==> src/rtl/fdl_pkg.sv <==
// ----------------------------------------------------------------------------
// fdl_pkg
// shared types and codes of the fingerprint dedupe lookup/insert block
// ----------------------------------------------------------------------------
package fdl_pkg;

  localparam int unsigned WORD_W = 32;

  typedef enum logic [1:0] {
    ST_FOUND = 2'd0,
    ST_ADDED = 2'd1,
    ST_FULL  = 2'd2
  } status_t;

  typedef struct packed {
    logic [2*WORD_W-1:0] high;
    logic [2*WORD_W-1:0] mid;
    logic [WORD_W-1:0]   low;
  } fp_t;

  typedef struct packed {
    fp_t               fp;
    logic [WORD_W-1:0] chunk;
  } entry_t;

endpackage

==> src/rtl/fdl_mod.sv <==
// ----------------------------------------------------------------------------
// fdl_mod
// remainder of a 32-bit word by a constant through a reciprocal multiply
// ----------------------------------------------------------------------------
module fdl_mod #(
  parameter int unsigned BUCKET_COUNT = 256,
  localparam int unsigned BW = (BUCKET_COUNT > 1) ? $clog2(BUCKET_COUNT) : 1
) (
  input  logic                       clk,
  input  logic                       rst_n,
  input  logic                       start,
  input  logic [fdl_pkg::WORD_W-1:0] dividend,
  output logic                       done,
  output logic [BW-1:0]              rem
);

  localparam int unsigned   WW    = fdl_pkg::WORD_W;
  localparam int unsigned   PW    = 2 * fdl_pkg::WORD_W;
  localparam int unsigned   RW    = $clog2(BUCKET_COUNT) + 1;
  localparam logic [RW-1:0] DIV   = RW'(BUCKET_COUNT);
  localparam logic [PW-1:0] ONES  = PW'({fdl_pkg::WORD_W{1'b1}});
  // floor((2^32 - 1) / divisor): the quotient estimate is exact or one short
  localparam logic [WW-1:0] RECIP = WW'(ONES / PW'(BUCKET_COUNT));

  logic [2:0]    stg_r, stg_nxt;
  logic          done_r, done_nxt;
  logic [WW-1:0] x_r, x_nxt;
  logic [WW-1:0] q_r, q_nxt;
  logic [RW-1:0] r_r, r_nxt;
  logic [RW-1:0] rem_r, rem_nxt;
  logic [PW-1:0] prod;

  assign prod = PW'(x_r) * PW'(RECIP);

  always_comb begin
    stg_nxt  = {stg_r[1:0], start};
    done_nxt = stg_r[2];
    x_nxt    = start ? dividend : x_r;
    q_nxt    = prod[PW-1:WW];
    // remainder estimate lies below twice the divisor
    r_nxt    = x_r[RW-1:0] - q_r[RW-1:0] * DIV;
    rem_nxt  = (r_r >= DIV) ? (r_r - DIV) : r_r;
  end

  always_ff @(posedge clk) begin
    if (!rst_n) begin
      stg_r  <= '0;
      done_r <= 1'b0;
    end else begin
      stg_r  <= stg_nxt;
      done_r <= done_nxt;
    end
    x_r   <= x_nxt;
    q_r   <= q_nxt;
    r_r   <= r_nxt;
    rem_r <= rem_nxt;
  end

  assign done = done_r;
  assign rem  = BW'(rem_r);

endmodule
==> config.mk <==
export PLATFORM = sky130hd
export DESIGN_NAME = fdl_mod
export DESIGN_NICKNAME = d
export VERILOG_FILES = /design/src/rtl/fdl_pkg.sv /design/src/rtl/fdl_mod.sv
export SDC_FILE = /design/constraint.sdc
export NUM_CORES = 1
export LEC_CHECK = 0
export ABC_AREA = 1
export BUFFER_PORTS_ARGS = -buffer_cell sky130_fd_sc_hd__buf_2
export CELL_PAD_IN_SITES_DETAIL_PLACEMENT = 1
export CELL_PAD_IN_SITES_GLOBAL_PLACEMENT = 1
export CORE_MARGIN = 3
export CORE_UTILIZATION = 26
export CTS_CLUSTER_SIZE = 16
export DETAILED_ROUTE_END_ITERATION = 10
export PLACE_DENSITY = 0.79
export SLEW_MARGIN = 20
export SYNTH_ARGS = -nofsm -noshare
export SYNTH_HDL_FRONTEND = slang
export SYNTH_SLANG_ARGS = --single-unit
==> constraint.sdc <==
create_clock -name clk -period 0.8 [get_ports clk]
set_input_delay 0 -clock clk [delete_from_list [all_inputs] [get_ports clk]]
set_output_delay 0 -clock clk [all_outputs]
set_load 0.1 [all_outputs]
==> run metrics <==
layer with the highest usage after global routing=met2; placement-stage worst setup slack=281.2 ps; total clock buffers created by CTS=3; Multi-input gate area=15.01 um2; share of the yosys chip area belonging to registers=95.52%; CP delay by family, top=flip-flops; net count of the mapped netlist=71; Worst Path Max Fanout=1; worst slew slack as a fraction of its limit=87.18%; Critical Path End Type=primary output; post-route standard cell area excluding fillers=1074 um2; per-instance average area after synthesis=18.63 um2; dpl hpwl=689.2 um; share of the clock period used by the worst path=106.8%; maximum level of the CTS H-tree=1; Clock transition at path regs=130 ps; vias in the first global route=385; cell taking the most area after synthesis=sky130_fd_sc_hd__dfxtp_1; filler cell count in the final layout=216; Die W=56.79 um; share of final-layout standard cells stronger than drive strength 1=44.93%; critical path, cell by cell=buf_12; status=complete, but fails checks; Leak=0.4674 nW; number of detailed-routing iterations run before antenna repair=3; PD cells=2440 nW/um2; number of vias per cell=3.691; Switching Fraction=25.93%; DRC violations left=0; number of buffers on the longest clock path=2; area share of the leading cell type in the synthesized netlist=59.70%; combinational share of power=17.3%; area taken by flip-flops and latches=651.9 um2; Psw=0.6792 mW; cells resized by post-CTS repair=0; Worst Path Buf+Inv=1; Die Span Y=56.79 um; Final TNS setup=-394.3 ps; post-place instance area=947.2 um2; post-route total power=2.620 mW; Fin Hold WS=335.6 ps; placement row count=17; gpl congestion=0.5620; num ports=44; total of warnings raised by yosys=0; Final Hold Viols=0; number of antenna violations at the first check in global routing=0; maximum number of pins on one net before global-route repair=16; vias after detailed routing=358; final worst slack=-54.70 ps; Setup-failing EPs final=9; top post-synthesis cells by area=sky130_fd_sc_hd__dfxtp_1, sky130_fd_sc_hd__edfxtp_1, sky130_fd_sc_hd__inv_1; max-slew violation total from the final report=0; peak ir drop on the vdd network=0.001063 V; longest individual stage delay on the worst path=370 ps; max-capacitance violation count=0; overall die area=3225 um2; highest-count cells in the layout ignoring fill and taps=sky130_fd_sc_hd__dfxtp_1, sky130_fd_sc_hd__dlygate4sd3_1, sky130_fd_sc_hd__buf_2; Post-Route WL=1032 um; aggregate global-route resource usage=7.102%; met1 routing resource usage after global routing=5.436%; clock skew=6.594 ps; standard cell with the maximum stage delay on the critical path=sky130_fd_sc_hd__dfxtp_2; Starting DRT DRC Count=4; total grt overflow=0; fraction of power consumed by sequential logic=61.5%; final net count=105; wire length of the first global-routing pass=1656 um; violated checks=negative setup slack; cell area after technology mapping=670.6 um2; Wirelength per Cell=10.64 um; CTS sink cnt=28; critical path data required time=800 ps; signal arrival time at the worst endpoint=850 ps; instance count of the mapped netlist=36; initial core utilization=28.93%; Slew @ Worst Pin=192.3 ps; Detail Route Antenna Nets=0; met3 capacity usage during global routing=3.678%; clk root buf=sky130_fd_sc_hd__clkbuf_4; met2 routing resource usage after global routing=13.20%; clock tree from TritonCTS=built; Clock Latency Late Sink=310 ps; min cycle time layout=854.7 ps; Internal Power=1.941 mW; class of the most critical hold timing path=reg2reg; Crit Path Category=reg2out; Core Box Area=2318 um2; Synth cell types=4; clock network power share=21.2%; number of flip-flops and latches in the synthesized netlist=28; Achievable Freq=1170 MHz; layout-stage area growth over the synthesis result=60.07%; # port buffers=19; startpoint type of the worst setup path=register; final antenna diode count=0; most common library cell in the layout ignoring fill and taps=sky130_fd_sc_hd__dfxtp_1; RSZ-0062 raised after global routing=true
[cell usage after synthesis, drive strengths merged]
library cell   n
edfxtp         8
nand2          4
dfxtp         20
inv            4
[layout make-up]
class / instances / share of cell area, %
Sequential cell: 28 / 60.72
Inverter: 4 / 1.399
Multi-Input combinational cell: 4 / 1.399
Timing Repair Buffer: 29 / 30.77
Clock buffer: 4 / 2.448
Tap cell: 28 / 3.263
[path summary, 6_finish.rpt]
| check | startpoint | end | slack [ps] | depth (start not counted) |
|---|---|---|---|---|
| min reg2reg | r_r[2]$_DFF_P_ | rem_r[2]$_DFF_P_ | 340 | 0 |
| max | rem_r[4]$_DFF_P_ | rem[4] | -50 | 1 |
| min | r_r[2]$_DFF_P_ | rem_r[2]$_DFF_P_ | 340 | 0 |
| max reg2reg | stg_r[2]$_SDFF_PN0_ | done$_SDFF_PN0_ | 290 | 2 |
[through the flow]
step	std cells	util, %
after floorplan	36	-
after global placement	83	40.85
after detailed placement	83	40.85
after CTS	97	46.30
after global routing	97	46.30
final	97	46.30
[power groups by stage]
| stage | Sequential (mW) | Combinational [mW] | Clock (mW) |
|---|---|---|---|
| after floorplan | 1.86 | 0.00455 | 0 |
| after global placement | 1.64 | 0.413 | 0 |
| after detailed placement | 1.65 | 0.419 | 0 |
| after CTS | 1.62 | 0.456 | 0.584 |
| after global routing | 1.62 | 0.467 | 0.633 |
| final | 1.61 | 0.454 | 0.554 |
[sequential cells by signal (all words and copies together), names as in the netlist]
signal	cells
x_r	8
rem_r	8
done	1
stg_r	3
r_r	8
[per-layer routing]
| layer | share of wire [%] | up-vias |
|---|---|---|
| met5 | 0 | - |
| met4 | 1.9 | 0 |
| met2 | 52 | 18 |
| met3 | 9.5 | 2 |
| li1 | - | 177 |
| met1 | 36 | 161 |
[timing repair]
action,4_1_cts,5_1_grt
endpoints found under the hold margin,12,0
endpoints found under the setup margin,9,9
pin swaps,0,0
buffers inserted,0,0
hold buffers,10,0
[kinds of logic (layout without fill, tap and decap cells)]
group / after synthesis / in the layout / synth area share, %
buffers and inverters: 4 / 37 / 2.238
AND/OR/NAND/NOR: 4 / 4 / 2.238
flip-flops: 28 / 28 / 95.52
No activity file was read; power rests on OpenSTA's default activity.
